`src/sv/bgp_pkg.sv`:
```
// Shared types, constants and helper functions for the glyph placer.
// Used by every module of the block but bgp_ram; depends on nothing.
`timescale 1ns / 1ps

package bgp_pkg;

  // Glyph table geometry
  localparam int GLYPH_COUNT = 96;
  localparam int GLYPH_IDX_W = (GLYPH_COUNT > 1) ? $clog2(GLYPH_COUNT) : 1;

  // Queue between front and back
  localparam int QUEUE_DEPTH = 4;
  localparam int QUEUE_PTR_W = $clog2(QUEUE_DEPTH);
  localparam int QUEUE_CNT_W = $clog2(QUEUE_DEPTH + 1);

  // Character codes
  localparam logic [7:0] CODE_NEWLINE    = 8'd10;
  localparam logic [7:0] CODE_SPACE      = 8'd32;
  localparam logic [7:0] CODE_GLYPH_BASE = 8'd33;

  // Input action codes
  localparam logic ACTION_LOAD = 1'b0;
  localparam logic ACTION_CHAR = 1'b1;

  // Register reset values
  localparam logic [11:0] ORIGIN_X_RST    = 12'd0;
  localparam logic [11:0] ORIGIN_Y_RST    = 12'd0;
  localparam logic [11:0] CLIP_WIDTH_RST  = 12'd320;
  localparam logic [11:0] CLIP_HEIGHT_RST = 12'd256;
  localparam logic [7:0]  FONT_HEIGHT_RST = 8'd8;
  localparam logic [7:0]  SPACE_WIDTH_RST = 8'd4;

  typedef enum logic [2:0] {
    REG_ORIGIN_X    = 3'd0,
    REG_ORIGIN_Y    = 3'd1,
    REG_CLIP_WIDTH  = 3'd2,
    REG_CLIP_HEIGHT = 3'd3,
    REG_FONT_HEIGHT = 3'd4,
    REG_SPACE_WIDTH = 3'd5
  } reg_idx_t;

  typedef enum logic [1:0] {
    KIND_OTHER   = 2'd0,
    KIND_NEWLINE = 2'd1,
    KIND_SPACE   = 2'd2,
    KIND_GLYPH   = 2'd3
  } kind_t;

  typedef struct packed {
    logic [11:0] origin_x;
    logic [11:0] origin_y;
    logic [11:0] clip_width;
    logic [11:0] clip_height;
    logic [7:0]  font_height;
    logic [7:0]  space_width;
  } cfg_t;

  typedef struct packed {
    logic [15:0] row;
    logic [7:0]  width;
  } glyph_entry_t;

  typedef struct packed {
    kind_t        kind;
    logic         last;
    glyph_entry_t entry;
  } queue_item_t;

  function automatic logic [15:0] sat16(input logic [16:0] v);
    logic [15:0] r;
    r = v[16] ? 16'hFFFF : v[15:0];
    return r;
  endfunction

  function automatic logic [12:0] sat13(input logic [16:0] v);
    logic [12:0] r;
    r = (v[16:13] != 4'd0) ? 13'h1FFF : v[12:0];
    return r;
  endfunction

  // Rows left for glyphs on the current line, zero once the pen reaches the clip height
  function automatic logic [7:0] row_height_f(input logic [7:0] font,
                                              input logic [11:0] clip,
                                              input logic [15:0] pen_y);
    logic [11:0] diff;
    logic [7:0]  r;
    diff = clip - pen_y[11:0];
    if (pen_y < {4'd0, clip}) begin
      r = ({4'd0, font} < diff) ? font : diff[7:0];
    end else begin
      r = 8'd0;
    end
    return r;
  endfunction

endpackage

```
`src/sv/bitmap_text_glyph_placer_top.sv`:
```
// Path: a character is loaded into the front register when accepted, then enters
// the queue and then reaches the output register, from which its blit transfers;
// held while stalled.
// Throughput: one item per cycle unless stalled, set by the pen update in bgp_back.
// Reset: synchronous, active-low rst_n; registers take their reset values, the
// pen goes home and the queue empties. The glyph table is not cleared: load it first.
// Top level of the glyph placer. Depends on bgp_pkg, bgp_front, bgp_queue,
// bgp_back and bgp_ram.
`timescale 1ns / 1ps

module bitmap_text_glyph_placer_top (
  input  logic        clk,
  input  logic        rst_n,
  // Input channel
  input  logic        in_valid,
  output logic        in_stall,
  input  logic        in_action,
  input  logic [6:0]  in_glyph_index,
  input  logic [15:0] in_glyph_row,
  input  logic [7:0]  in_glyph_width,
  input  logic [7:0]  in_char_code,
  input  logic        in_last,
  // Result channel
  output logic        out_valid,
  input  logic        out_stall,
  output logic [12:0] out_dest_x,
  output logic [12:0] out_dest_y,
  output logic [15:0] out_source_row,
  output logic [7:0]  out_blit_width,
  output logic [7:0]  out_blit_height,
  // Configuration write channel
  input  logic        cfg_valid,
  output logic        cfg_ready,
  input  logic [2:0]  cfg_index,
  input  logic [11:0] cfg_data
);

  bgp_pkg::cfg_t                     cfg_r, cfg_nxt;
  logic                              rh_refresh;
  logic                              q_push;
  bgp_pkg::queue_item_t              q_push_item;
  logic                              q_pop;
  logic                              q_valid;
  bgp_pkg::queue_item_t              q_item;
  logic [bgp_pkg::QUEUE_CNT_W-1:0]   q_count;

  // Register writes are always accepted
  assign cfg_ready = 1'b1;

  // Decode a register transfer; clip or font height changes also refresh
  // the row height held in the back end.
  always_comb begin
    cfg_nxt    = cfg_r;
    rh_refresh = 1'b0;
    if (cfg_valid) begin
      case (bgp_pkg::reg_idx_t'(cfg_index))
        bgp_pkg::REG_ORIGIN_X:    cfg_nxt.origin_x    = cfg_data;
        bgp_pkg::REG_ORIGIN_Y:    cfg_nxt.origin_y    = cfg_data;
        bgp_pkg::REG_CLIP_WIDTH:  cfg_nxt.clip_width  = cfg_data;
        bgp_pkg::REG_CLIP_HEIGHT: begin
          cfg_nxt.clip_height = cfg_data;
          rh_refresh          = 1'b1;
        end
        bgp_pkg::REG_FONT_HEIGHT: begin
          cfg_nxt.font_height = cfg_data[7:0];
          rh_refresh          = 1'b1;
        end
        bgp_pkg::REG_SPACE_WIDTH: cfg_nxt.space_width = cfg_data[7:0];
        default: begin
          // Drop writes beyond the register list
        end
      endcase
    end
  end

  always_ff @(posedge clk) begin
    if (!rst_n) begin
      cfg_r.origin_x    <= bgp_pkg::ORIGIN_X_RST;
      cfg_r.origin_y    <= bgp_pkg::ORIGIN_Y_RST;
      cfg_r.clip_width  <= bgp_pkg::CLIP_WIDTH_RST;
      cfg_r.clip_height <= bgp_pkg::CLIP_HEIGHT_RST;
      cfg_r.font_height <= bgp_pkg::FONT_HEIGHT_RST;
      cfg_r.space_width <= bgp_pkg::SPACE_WIDTH_RST;
    end else begin
      cfg_r <= cfg_nxt;
    end
  end

  // Front end: take items, fill the glyph table, classify and look up glyphs
  bgp_front u_front (
    .clk            (clk),
    .rst_n          (rst_n),
    .in_valid       (in_valid),
    .in_stall       (in_stall),
    .in_action      (in_action),
    .in_glyph_index (in_glyph_index),
    .in_glyph_row   (in_glyph_row),
    .in_glyph_width (in_glyph_width),
    .in_char_code   (in_char_code),
    .in_last        (in_last),
    .q_count        (q_count),
    .push           (q_push),
    .push_item      (q_push_item)
  );

  // Queue: lets the front keep accepting while the output is stalled
  bgp_queue u_queue (
    .clk       (clk),
    .rst_n     (rst_n),
    .push      (q_push),
    .push_item (q_push_item),
    .pop       (q_pop),
    .pop_valid (q_valid),
    .pop_item  (q_item),
    .count     (q_count)
  );

  // Back end: advance the pen, clip and emit blit commands
  bgp_back u_back (
    .clk             (clk),
    .rst_n           (rst_n),
    .cfg             (cfg_r),
    .cfg_next        (cfg_nxt),
    .rh_refresh      (rh_refresh),
    .q_valid         (q_valid),
    .q_item          (q_item),
    .q_pop           (q_pop),
    .out_valid       (out_valid),
    .out_stall       (out_stall),
    .out_dest_x      (out_dest_x),
    .out_dest_y      (out_dest_y),
    .out_source_row  (out_source_row),
    .out_blit_width  (out_blit_width),
    .out_blit_height (out_blit_height)
  );

endmodule

```
`src/sv/bgp_ram.sv`:
```
// Generic single-write, single-read RAM with registered read data.
// No dependencies.
`timescale 1ns / 1ps

module bgp_ram #(
  parameter int WIDTH = 8,
  parameter int DEPTH = 16
) (
  input  logic                                     clk,
  input  logic                                     we,
  input  logic [((DEPTH > 1) ? $clog2(DEPTH) : 1)-1:0] waddr,
  input  logic [WIDTH-1:0]                         wdata,
  input  logic [((DEPTH > 1) ? $clog2(DEPTH) : 1)-1:0] raddr,
  output logic [WIDTH-1:0]                         rdata
);

  logic [WIDTH-1:0] mem [DEPTH];

  always_ff @(posedge clk) begin
    if (we) begin
      mem[waddr] <= wdata;
    end
    rdata <= mem[raddr];
  end

endmodule

```
`src/sv/bgp_front.sv`:
```
// Front end: accepts items, writes glyph table loads, classifies characters
// and reads the glyph table. Depends on bgp_pkg and bgp_ram.
`timescale 1ns / 1ps

module bgp_front (
  input  logic                                clk,
  input  logic                                rst_n,
  input  logic                                in_valid,
  output logic                                in_stall,
  input  logic                                in_action,
  input  logic [6:0]                          in_glyph_index,
  input  logic [15:0]                         in_glyph_row,
  input  logic [7:0]                          in_glyph_width,
  input  logic [7:0]                          in_char_code,
  input  logic                                in_last,
  input  logic [bgp_pkg::QUEUE_CNT_W-1:0]     q_count,
  output logic                                push,
  output bgp_pkg::queue_item_t                push_item
);

  logic                           s1_valid_r, s1_valid_nxt;
  bgp_pkg::kind_t                 s1_kind_r, s1_kind_nxt;
  logic                           s1_last_r, s1_last_nxt;
  logic                           accept;
  logic [bgp_pkg::QUEUE_CNT_W:0]  used;
  logic [7:0]                     code_off;
  logic                           is_glyph;
  logic                           tbl_we;
  bgp_pkg::glyph_entry_t          tbl_wdata;
  bgp_pkg::glyph_entry_t          tbl_rdata;

  // Reserve a slot for the item still waiting on its table read
  assign used     = {1'b0, q_count} + (bgp_pkg::QUEUE_CNT_W + 1)'(s1_valid_r);
  assign in_stall = (used >= (bgp_pkg::QUEUE_CNT_W + 1)'(bgp_pkg::QUEUE_DEPTH));
  assign accept   = in_valid && !in_stall;

  assign code_off = in_char_code - bgp_pkg::CODE_GLYPH_BASE;
  assign is_glyph = (in_char_code >= bgp_pkg::CODE_GLYPH_BASE) &&
                    ({1'b0, code_off} < 9'(bgp_pkg::GLYPH_COUNT));

  assign tbl_we = accept && (in_action == bgp_pkg::ACTION_LOAD) &&
                  ({2'b0, in_glyph_index} < 9'(bgp_pkg::GLYPH_COUNT));
  assign tbl_wdata.row   = in_glyph_row;
  assign tbl_wdata.width = in_glyph_width;

  bgp_ram #(
    .WIDTH ($bits(bgp_pkg::glyph_entry_t)),
    .DEPTH (bgp_pkg::GLYPH_COUNT)
  ) u_glyph_ram (
    .clk   (clk),
    .we    (tbl_we),
    .waddr (bgp_pkg::GLYPH_IDX_W'(in_glyph_index)),
    .wdata (tbl_wdata),
    .raddr (bgp_pkg::GLYPH_IDX_W'(code_off)),
    .rdata (tbl_rdata)
  );

  always_comb begin
    s1_valid_nxt = accept && (in_action == bgp_pkg::ACTION_CHAR);
    s1_last_nxt  = in_last;
    if (in_char_code == bgp_pkg::CODE_NEWLINE) begin
      s1_kind_nxt = bgp_pkg::KIND_NEWLINE;
    end else if (in_char_code == bgp_pkg::CODE_SPACE) begin
      s1_kind_nxt = bgp_pkg::KIND_SPACE;
    end else if (is_glyph) begin
      s1_kind_nxt = bgp_pkg::KIND_GLYPH;
    end else begin
      s1_kind_nxt = bgp_pkg::KIND_OTHER;
    end
  end

  always_ff @(posedge clk) begin
    if (!rst_n) begin
      s1_valid_r <= 1'b0;
    end else begin
      s1_valid_r <= s1_valid_nxt;
    end
    s1_kind_r <= s1_kind_nxt;
    s1_last_r <= s1_last_nxt;
  end

  assign push            = s1_valid_r;
  assign push_item.kind  = s1_kind_r;
  assign push_item.last  = s1_last_r;
  assign push_item.entry = tbl_rdata;

endmodule

```
`src/sv/bgp_queue.sv`:
```
// Short FIFO that decouples the front end from the pen logic.
// Depends on bgp_pkg.
`timescale 1ns / 1ps

module bgp_queue (
  input  logic                             clk,
  input  logic                             rst_n,
  input  logic                             push,
  input  bgp_pkg::queue_item_t             push_item,
  input  logic                             pop,
  output logic                             pop_valid,
  output bgp_pkg::queue_item_t             pop_item,
  output logic [bgp_pkg::QUEUE_CNT_W-1:0]  count
);

  bgp_pkg::queue_item_t                 slots_r [bgp_pkg::QUEUE_DEPTH];
  logic [bgp_pkg::QUEUE_PTR_W-1:0]      wr_ptr_r, wr_ptr_nxt;
  logic [bgp_pkg::QUEUE_PTR_W-1:0]      rd_ptr_r, rd_ptr_nxt;
  logic [bgp_pkg::QUEUE_CNT_W-1:0]      count_r, count_nxt;
  logic                                 do_pop;

  assign pop_valid = (count_r != '0);
  assign pop_item  = slots_r[rd_ptr_r];
  assign count     = count_r;
  assign do_pop    = pop && pop_valid;

  always_comb begin
    wr_ptr_nxt = wr_ptr_r;
    rd_ptr_nxt = rd_ptr_r;
    count_nxt  = count_r;
    if (push) begin
      wr_ptr_nxt = (wr_ptr_r == bgp_pkg::QUEUE_PTR_W'(bgp_pkg::QUEUE_DEPTH - 1)) ?
                   '0 : wr_ptr_r + 1'b1;
    end
    if (do_pop) begin
      rd_ptr_nxt = (rd_ptr_r == bgp_pkg::QUEUE_PTR_W'(bgp_pkg::QUEUE_DEPTH - 1)) ?
                   '0 : rd_ptr_r + 1'b1;
    end
    if (push && !do_pop) begin
      count_nxt = count_r + 1'b1;
    end else if (!push && do_pop) begin
      count_nxt = count_r - 1'b1;
    end
  end

  always_ff @(posedge clk) begin
    if (!rst_n) begin
      wr_ptr_r <= '0;
      rd_ptr_r <= '0;
      count_r  <= '0;
    end else begin
      wr_ptr_r <= wr_ptr_nxt;
      rd_ptr_r <= rd_ptr_nxt;
      count_r  <= count_nxt;
    end
    if (push) begin
      slots_r[wr_ptr_r] <= push_item;
    end
  end

endmodule

```
`src/sv/bgp_back.sv`:
```
// Back end: pen state, clipping and the registered blit output.
// Depends on bgp_pkg.
`timescale 1ns / 1ps

module bgp_back (
  input  logic                  clk,
  input  logic                  rst_n,
  input  bgp_pkg::cfg_t         cfg,
  input  bgp_pkg::cfg_t         cfg_next,
  input  logic                  rh_refresh,
  input  logic                  q_valid,
  input  bgp_pkg::queue_item_t  q_item,
  output logic                  q_pop,
  output logic                  out_valid,
  input  logic                  out_stall,
  output logic [12:0]           out_dest_x,
  output logic [12:0]           out_dest_y,
  output logic [15:0]           out_source_row,
  output logic [7:0]            out_blit_width,
  output logic [7:0]            out_blit_height
);

  logic [15:0] pen_x_r, pen_x_nxt;
  logic [15:0] pen_y_r, pen_y_nxt;
  logic [7:0]  row_h_r, row_h_nxt;
  logic        stopped_r, stopped_nxt;
  logic        out_valid_r, out_valid_nxt;
  logic [12:0] dest_x_r, dest_x_nxt;
  logic [12:0] dest_y_r, dest_y_nxt;
  logic [15:0] src_row_r, src_row_nxt;
  logic [7:0]  blit_w_r, blit_w_nxt;
  logic [7:0]  blit_h_r, blit_h_nxt;
  logic        out_free;
  logic        emit;
  logic [15:0] py_new;
  logic [11:0] avail;
  logic [7:0]  w;

  assign out_free = !out_valid_r || !out_stall;
  assign q_pop    = q_valid && out_free;

  always_comb begin
    pen_x_nxt   = pen_x_r;
    pen_y_nxt   = pen_y_r;
    row_h_nxt   = row_h_r;
    stopped_nxt = stopped_r;
    emit        = 1'b0;
    py_new      = bgp_pkg::sat16({1'b0, pen_y_r} + 17'(cfg.font_height));
    avail       = cfg.clip_width - pen_x_r[11:0];
    w           = ({4'd0, q_item.entry.width} < avail) ? q_item.entry.width : avail[7:0];
    dest_x_nxt  = bgp_pkg::sat13(17'(cfg.origin_x) + 17'(pen_x_r));
    dest_y_nxt  = bgp_pkg::sat13(17'(cfg.origin_y) + 17'(pen_y_r));
    src_row_nxt = q_item.entry.row;
    blit_w_nxt  = w;
    blit_h_nxt  = row_h_r;

    if (rh_refresh) begin
      row_h_nxt = bgp_pkg::row_height_f(cfg_next.font_height, cfg_next.clip_height,
                                        pen_y_r);
    end

    if (q_pop) begin
      if (!stopped_r) begin
        case (q_item.kind)
          bgp_pkg::KIND_NEWLINE: begin
            pen_x_nxt = 16'd0;
            pen_y_nxt = py_new;
            if (py_new >= {4'd0, cfg.clip_height}) begin
              stopped_nxt = 1'b1;
            end else begin
              row_h_nxt = bgp_pkg::row_height_f(cfg.font_height, cfg.clip_height, py_new);
            end
          end
          bgp_pkg::KIND_SPACE: begin
            pen_x_nxt = bgp_pkg::sat16({1'b0, pen_x_r} + 17'(cfg.space_width));
          end
          bgp_pkg::KIND_GLYPH: begin
            if (pen_x_r < {4'd0, cfg.clip_width}) begin
              emit      = (w != 8'd0) && (row_h_r != 8'd0);
              pen_x_nxt = bgp_pkg::sat16({1'b0, pen_x_r} + 17'(w));
            end
          end
          default: begin
          end
        endcase
      end
      // End of string: send the pen home
      if (q_item.last) begin
        pen_x_nxt   = 16'd0;
        pen_y_nxt   = 16'd0;
        stopped_nxt = 1'b0;
        row_h_nxt   = bgp_pkg::row_height_f(cfg.font_height, cfg.clip_height, 16'd0);
      end
    end

    if (out_free) begin
      out_valid_nxt = q_pop && emit;
    end else begin
      out_valid_nxt = out_valid_r;
    end
  end

  always_ff @(posedge clk) begin
    if (!rst_n) begin
      pen_x_r     <= 16'd0;
      pen_y_r     <= 16'd0;
      stopped_r   <= 1'b0;
      row_h_r     <= bgp_pkg::row_height_f(bgp_pkg::FONT_HEIGHT_RST,
                                           bgp_pkg::CLIP_HEIGHT_RST, 16'd0);
      out_valid_r <= 1'b0;
    end else begin
      pen_x_r     <= pen_x_nxt;
      pen_y_r     <= pen_y_nxt;
      stopped_r   <= stopped_nxt;
      row_h_r     <= row_h_nxt;
      out_valid_r <= out_valid_nxt;
    end
    if (q_pop && emit) begin
      dest_x_r  <= dest_x_nxt;
      dest_y_r  <= dest_y_nxt;
      src_row_r <= src_row_nxt;
      blit_w_r  <= blit_w_nxt;
      blit_h_r  <= blit_h_nxt;
    end
  end

  assign out_valid       = out_valid_r;
  assign out_dest_x      = dest_x_r;
  assign out_dest_y      = dest_y_r;
  assign out_source_row  = src_row_r;
  assign out_blit_width  = blit_w_r;
  assign out_blit_height = blit_h_r;

endmodule
```
`config.mk`:
```
export PLATFORM = sky130hd
export DESIGN_NAME = bitmap_text_glyph_placer_top
export DESIGN_NICKNAME = d
export VERILOG_FILES = /design/src/sv/bgp_pkg.sv /design/src/sv/bitmap_text_glyph_placer_top.sv /design/src/sv/bgp_ram.sv /design/src/sv/bgp_front.sv /design/src/sv/bgp_queue.sv /design/src/sv/bgp_back.sv
export SDC_FILE = /design/constraint.sdc
export NUM_CORES = 2
export LEC_CHECK = 0
export ABC_CLOCK_PERIOD_IN_PS = 24100
export BUFFER_PORTS_ARGS = -buffer_cell sky130_fd_sc_hd__buf_2
export CAP_MARGIN = 30
export CORE_ASPECT_RATIO = 2
export CORE_MARGIN = 2
export CORE_UTILIZATION = 35
export DETAILED_ROUTE_END_ITERATION = 10
export GPL_ROUTABILITY_DRIVEN = 0
export HOLD_SLACK_MARGIN = 0.05
export PLACE_DENSITY_LB_ADDON = 0.08
export SKIP_LAST_GASP = 1
export SLEW_MARGIN = 20
export SYNTH_ARGS = -nofsm -noshare
export SYNTH_HDL_FRONTEND = slang
export SYNTH_SLANG_ARGS = --single-unit
export TNS_END_PERCENT = 100
```
`constraint.sdc`:
```
create_clock -name clk -period 24.1 [get_ports clk]
set_input_delay 4.82 -clock clk [delete_from_list [all_inputs] [get_ports clk]]
set_output_delay 4.82 -clock clk [all_outputs]
set_load 0.01 [all_outputs]
```
; Yosys cells after proc, flatten, opt, wreduce, memory -nomap -nowiden
; Memories as Yosys holds them, arrays and structs flattened. A register that Yosys moved wholly into a read port is not among the register bits.
; Index checks and enable logic that the tools add are counted.
[word_totals]
regBits = 175
mem_bits_rw = 2412
in_bits = 61
word_cells = 148
mem_count = 2
[mem_list]
columns = name, words, width, rd, rd_ports_with_merged_regs, wr, line_no
row1 = u_front.u_glyph_ram.mem, 96, 24, 1, 1, 1, bgp_ram.sv:17  ; logic [WIDTH-1:0] mem [DEPTH];
row2 = u_queue.slots_r, 4, 27, 1, 1, 1, bgp_queue.sv:16  ; bgp_pkg::queue_item_t slots_r [bgp_pkg::QUEUE_DEPTH];
[op_classes]
addsub = 14
magnitude_cmp = 13
eq_ne = 14
n_mux = 49
bitwise_logic = 1
n_reduce_logical = 33
[op_table]
columns = operator, count
row1 = $mux 16, 9
row2 = $mux 8, 15
row3 = $add 16x8->17, 3
row4 = $lt 16x12->1, 3
row5 = $lt 8x12->1, 4
row6 = $pmux 16 s3, 1
row7 = $sub 12x12->12, 3
row8 = $add 12x16->17, 2
row9 = $mux 28, 1
row10 = $ge 16x12->1, 1
row11 = $reduce_bool 8->1, 2
row12 = $mux 1, 14
row13 = $lt 1x12->1 const A, 1
row14 = $mux 12, 1
row15 = $mux 2, 6
row16 = $reduce_bool 4->1, 3
row17 = $logic_and 1x1->1, 11
row18 = $eq 2x2->1 const B, 4
row19 = $eq 8x4->1 const B, 1
row20 = $eq 8x6->1 const B, 1
row21 = $ge 8x6->1 const B, 1
row22 = $lt 8x7->1 const B, 1
row23 = $reduce_and 2->1, 4
row24 = $sub 8x6->8 const B, 1
row25 = other kinds (22), 31

; Depth between registers and ports, before layout
[depth]
ltp_word = 13
ltp_mapped = 33
mapped_depth_nobuf = 31

; Modules after synthesis
; From an unflattened synthesis, not the netlist that was laid out.
[hier_totals]
cells_unflattened = 5748
hier_area_um2 = 107363.0
[by_module_without_submodules]
columns = module, instances, cells_each, area_per_inst_um2, seq_area_each_um2
row1 = bgp_ram, 1, 4060, 89474.6, 69666.8
row2 = bgp_back, 1, 1161, 9910.8, 2582.5
row3 = bgp_queue, 1, 186, 4395.5, 3423.3
row4 = bitmap_text_glyph_placer_top, 1, 304, 3284.4, 1281.2
row5 = bgp_front, 1, 37, 297.8, 80.1

; Worst setup path before layout
; OpenSTA, ideal clock, no wires.
[synth_timing]
path_kind = input-to-reg
startpoint = input port out_stall
endpoint = register u_back.blit_h_r[0], in the netlist u_back.out_blit_height[0] (enable)
setup_ns = 0.581
t_arrival_ns = 9.822
path_slack_ns = 13.697
stages = 4
path_cell_list = and2_1 > nor2_1 > nand4_1 > a311oi_1
[synth_between]
elab_chain_len = 5
[synth_lines]
columns = element, line_no
row1 = start: declaration, bitmap_text_glyph_placer_top.sv:25  ; input logic out_stall,
row2 = $logic_not 1->1 (*), bgp_back.sv:39  ; assign out_free = !out_valid_r || !out_stall;
row3 = $logic_or 1x1->1 (*), bgp_back.sv:39
row4 = $logic_and 1x1->1 (*), bgp_back.sv:40  ; assign q_pop = q_valid && out_free;
row5 = $mux 1, bgp_back.sv:62  ; if (q_pop) begin
row6 = $logic_and 1x1->1 (*), bgp_back.sv:118  ; if (q_pop && emit) begin
row7 = end signal: assignment, bgp_back.sv:123  ; blit_h_r <= blit_h_nxt;
row8 = end: declaration, bgp_back.sv:32  ; logic [7:0] blit_h_r, blit_h_nxt;
; Mark *: on every way between the ends. The rest lies on a longest branch, timed or not.
; A chain may end at the register's enable or synchronous reset.

; Final worst setup path
[layout_timing]
startpoint = input port in_char_code[0]
endpoint = register u_front.u_glyph_ram.rdata[1] (read register of u_front.u_glyph_ram.mem)
[layout_between]
elab_chain_len = 1
[layout_lines]
columns = element, line_no
row1 = start: declaration, bitmap_text_glyph_placer_top.sv:21  ; input logic [7:0] in_char_code,
row2 = $sub 8x6->8, bgp_front.sv:37  ; assign code_off = in_char_code - bgp_pkg::CODE_GLYPH_BASE;
row3 = end: declaration, bgp_ram.sv:14  ; output logic [WIDTH-1:0] rdata
; Every way passes these cells.

==> out/results.tsv <==
stage	metric	value	unit
drt	initial DRC count	3870	
drt	drt total wl	333000	µm
clock_network	CTS tree	built	
sta	Fin Setup TNS	0	ns
sta	Final Skew	0.0435	ns
critical_path	CP peak stage delay	0.71	ns
sta	RSZ-0062 raised after global routing	no	
pwr	leakage	0.0388	µW
clock_network	CTS buffer count	240	
drt	Avg WL per Cell	32.7	µm
critical_path	Critical Path RT	24.86	ns
sta	final setup violation count	0	
clock_network	Clock Path Buffers	4	
critical_path	critical path buffer and inverter count	5	
synthesis	Top FF cell, synth	edfxtp_1	
synthesis	mapped cell area	0.106	mm²
sta	slew margin rel.	0.252	
floorplan	full die area	0.308	mm²
job	max_cap viols	0	
critical_path	reg2reg start	u_back.pen_x_r[1]	
hold_path	Hold Path Class	flip-flop to flip-flop	
synthesis	top post-synthesis cells by count	edfxtp_1 (2470), mux4_2 (627), a21oi_1 (292), nor2_1 (240), nand2_1 (199)	
synthesis	number of enable flip-flop cells after synthesis	2470	
critical_path	r2r setup slk	16.75	ns
placed_design	port bufs	120	
placed_design	DP HPWL	215000	µm
critical_path	most used cell, CP	buf_4	
status	run status	complete, no violations	
grt	grt met3 use	0.0181	
sta	Fmax	110	MHz
pwr	P_sw	2600	µW
grt	GRT met1 Usage	0.226	
sta	worst-margin pin slew	1.12	ns
synthesis	Synth async-reset ratio	0	
sta	final count of pins violating max slew	0	
synthesis	synthesis-stage register bit count	2613	
synthesis	Synth area leader	edfxtp_1	
critical_path	R2R depth	26	
drt	Via density	5.33	
grt	vias in the first global route	57800	
cells_and_area	final std cells w/o fill	10200	
cells_and_area	Nets	6161	
pwr	Switching Share	0.256	
floorplan	row cnt	286	
floorplan	die width	393	µm
critical_path	R2R Path End	u_back.pen_x_r[15]	
drt	post-route antenna net violation count	0	
cells_and_area	Area Overhead vs Synth	14.0	%
synthesis	Yosys warnings	0	
critical_path	largest fanout on the critical path	47	
placed_design	dpl cells	9723	
synthesis	top post-synthesis cells by area	edfxtp_1 (70%), mux4_2 (13%), dfxtp_1 (2.7%)	
grt	total congestion overflow	0	
critical_path	CP top delay family	buffers and inverters	
sta	final hold viol count	0	
floorplan	die height	783	µm
clock_network	Worst-Skew Late Latency	0.91	ns
pwr	Int Power	7560	µW
pwr	share of total power in the clock network	0.374	
synthesis	most common cell in the netlist	edfxtp_1	
synthesis	Seq/Total Area, Yosys	0.726	
clock_network	Resized Gates After CTS	0	
hold_path	Worst Min Path Start	cfg_r[47]	
clock_network	postcts setup bufs	0	
cells_and_area	FILL cells	27400	
cells_and_area	layout cells sized above 1	0.247	
drt	DRC Markers	0	
pwr	sequential share of power	0.503	
grt	initial antenna violation count	20	
clock_network	CTS Root Cell	clkbuf_16	
critical_path	Setup crit start kind	primary input	
clock_network	Hold Buf Count CTS	0	
floorplan	Starting Density	0.351	
critical_path	CP cell instances	buf_8, inv_2, ha_4, xor2_4, buf_4, buf_4, buf_4, nor2b_1, a211oi_1, a21oi_1, mux4_2, nor2_1, a21oi_1	
hold_path	Hold Path Depth	2	
synthesis	Synth cell types	93	
sta	final worst path period need	9.10	ns
grt	Total GRT Usage	0.214	
clock_network	CTS sink cnt	2613	
grt	largest net degree at the start of global routing	121	
critical_path	critical path's slowest cell	buf_4	
pwr	pwr dens	83.9	mW/mm²
synthesis	Syn Inst Count	5614	
synthesis	post-synthesis average cell area	18.9	µm²
grt	first-pass GRT wire length	464000	µm
grt	grt met2 use	0.432	
critical_path	crit path DAT	9.86	ns
drt	drt first pass iters	7	
clock_network	htree depth	4	
floorplan	io pins	122	
sta	Final Cycle Share	0.378	
pwr	worst vdd ir	0.0000747	V
hold_path	Hold EP	cfg_r[47]	
pwr	combinational share of power	0.124	
grt	GRT busiest layer	met2	
critical_path	Setup Crit Path Kind	primary input to flip-flop	
drt	vias	54400	
critical_path	crit end category	flip-flop	
clock_network	Worst-path clk slew	0.07	ns
floorplan	core area	0.303	mm²
synthesis	Yosys top cell area share	0.699	
synthesis	syn nets	5837	
## per-layer routing
layer | up-vias | share of wire
li1 | 23400 | -
met1 | 29400 | 0.35
met2 | 1078 | 0.58
met3 | 455 | 0.027
met4 | 0 | 0.043
met5 | - | 0
## layout by cell type, fill, tap and decap left out, types with 152 or more instances in the layout
master,count
edfxtp_1,2470
mux4_2,627
a21oi_1,278
buf_4,245
clkbuf_16,242
nand2_1,199
mux2i_1,186
nor2b_1,173
a211oi_1,159
ha_1,152
## cell type report
type                       count  area (µm²)  share of cell area
tap                         4032        5040              0.0417
multi-input combinational   2590       28000               0.231
clock buffer                 282        6210              0.0513
clock inverter               146        1340              0.0110
timing repair buffer         367        2840              0.0234
sequential                  2613       77000               0.636
antenna                       50         125             0.00103
inverter                     126         473             0.00391
## sequential cells by signal, summed over array words and instances (netlist names), 2 cells and up, named ones only
name and count:
u_queue.rd_ptr_r 2, u_back.pen_x_r 16, u_back.out_blit_width 8, u_back.out_dest_y 13, u_queue.count 3, u_front.s1_kind_r 2, u_queue.wr_ptr_r 2, u_back.pen_y_r 16
cfg_r 64, u_back.out_source_row 16, u_back.out_dest_x 13, u_back.blit_h_nxt 8, u_front.u_glyph_ram.rdata 24, u_front.u_glyph_ram.mem 2304, u_queue.slots_r 108, u_back.out_blit_height 8
## cells by family (layout without fill, tap and decap cells)
| group | count (synthesis) | in the layout | share of synthesized area |
|---|---|---|---|
| simple gates | 810 | 810 | 0.0378 |
| other cells | 1 | 51 | 0.0000353 |
| flops | 2613 | 2613 | 0.726 |
| buf+inv | 411 | 921 | 0.0167 |
| xor+xnor | 59 | 59 | 0.00501 |
| compound gates | 741 | 741 | 0.0443 |
| fa+ha+maj | 162 | 162 | 0.0197 |
| mux | 817 | 817 | 0.151 |
## tightest hold or removal path, cell delays in order (launching register included)
cell and delay, ns:
dfxtp_1 0.31, nand2_1 0.05, a21oi_1 0.05
## power by group through the flow
| stage | clock (µW) | sequential (µW) | combinational, µW |
|---|---|---|---|
| floorplan | 0 | 5190 | 671 |
| global placement | 0 | 5210 | 1270 |
| detailed placement | 0 | 5210 | 1290 |
| CTS | 3910 | 5110 | 1290 |
| global route | 4050 | 5110 | 1340 |
| finish | 3800 | 5110 | 1260 |
## how the worst max path moves through the flow
stage                         start                      endpoint  depth (start not counted)
finish              in_char_code[0]  u_front.u_glyph_ram.rdata[1]                         13
global placement    in_char_code[0]  u_front.u_glyph_ram.rdata[4]                         11
floorplan                 out_stall     u_back.out_blit_height[0]                          4
detailed placement  in_char_code[0]  u_front.u_glyph_ram.rdata[1]                         13
CTS                 in_char_code[0]  u_front.u_glyph_ram.rdata[1]                         13
global route        in_char_code[0]  u_front.u_glyph_ram.rdata[1]                         13
## per-stage QoR
stage	power, µW	hold slack (ns)	util	cell area, µm²	setup WS, ns
floorplan	5860	0.431	-	106000	13.70
global placement	6470	0.448	0.373	113000	13.99
detailed placement	6490	0.452	0.374	113000	14.04
CTS	10300	0.463	0.399	121000	15.05
global route	10500	0.480	0.400	121000	14.71
finish	10200	0.461	0.400	121000	15.00
Power figures use the tool's default switching activity.
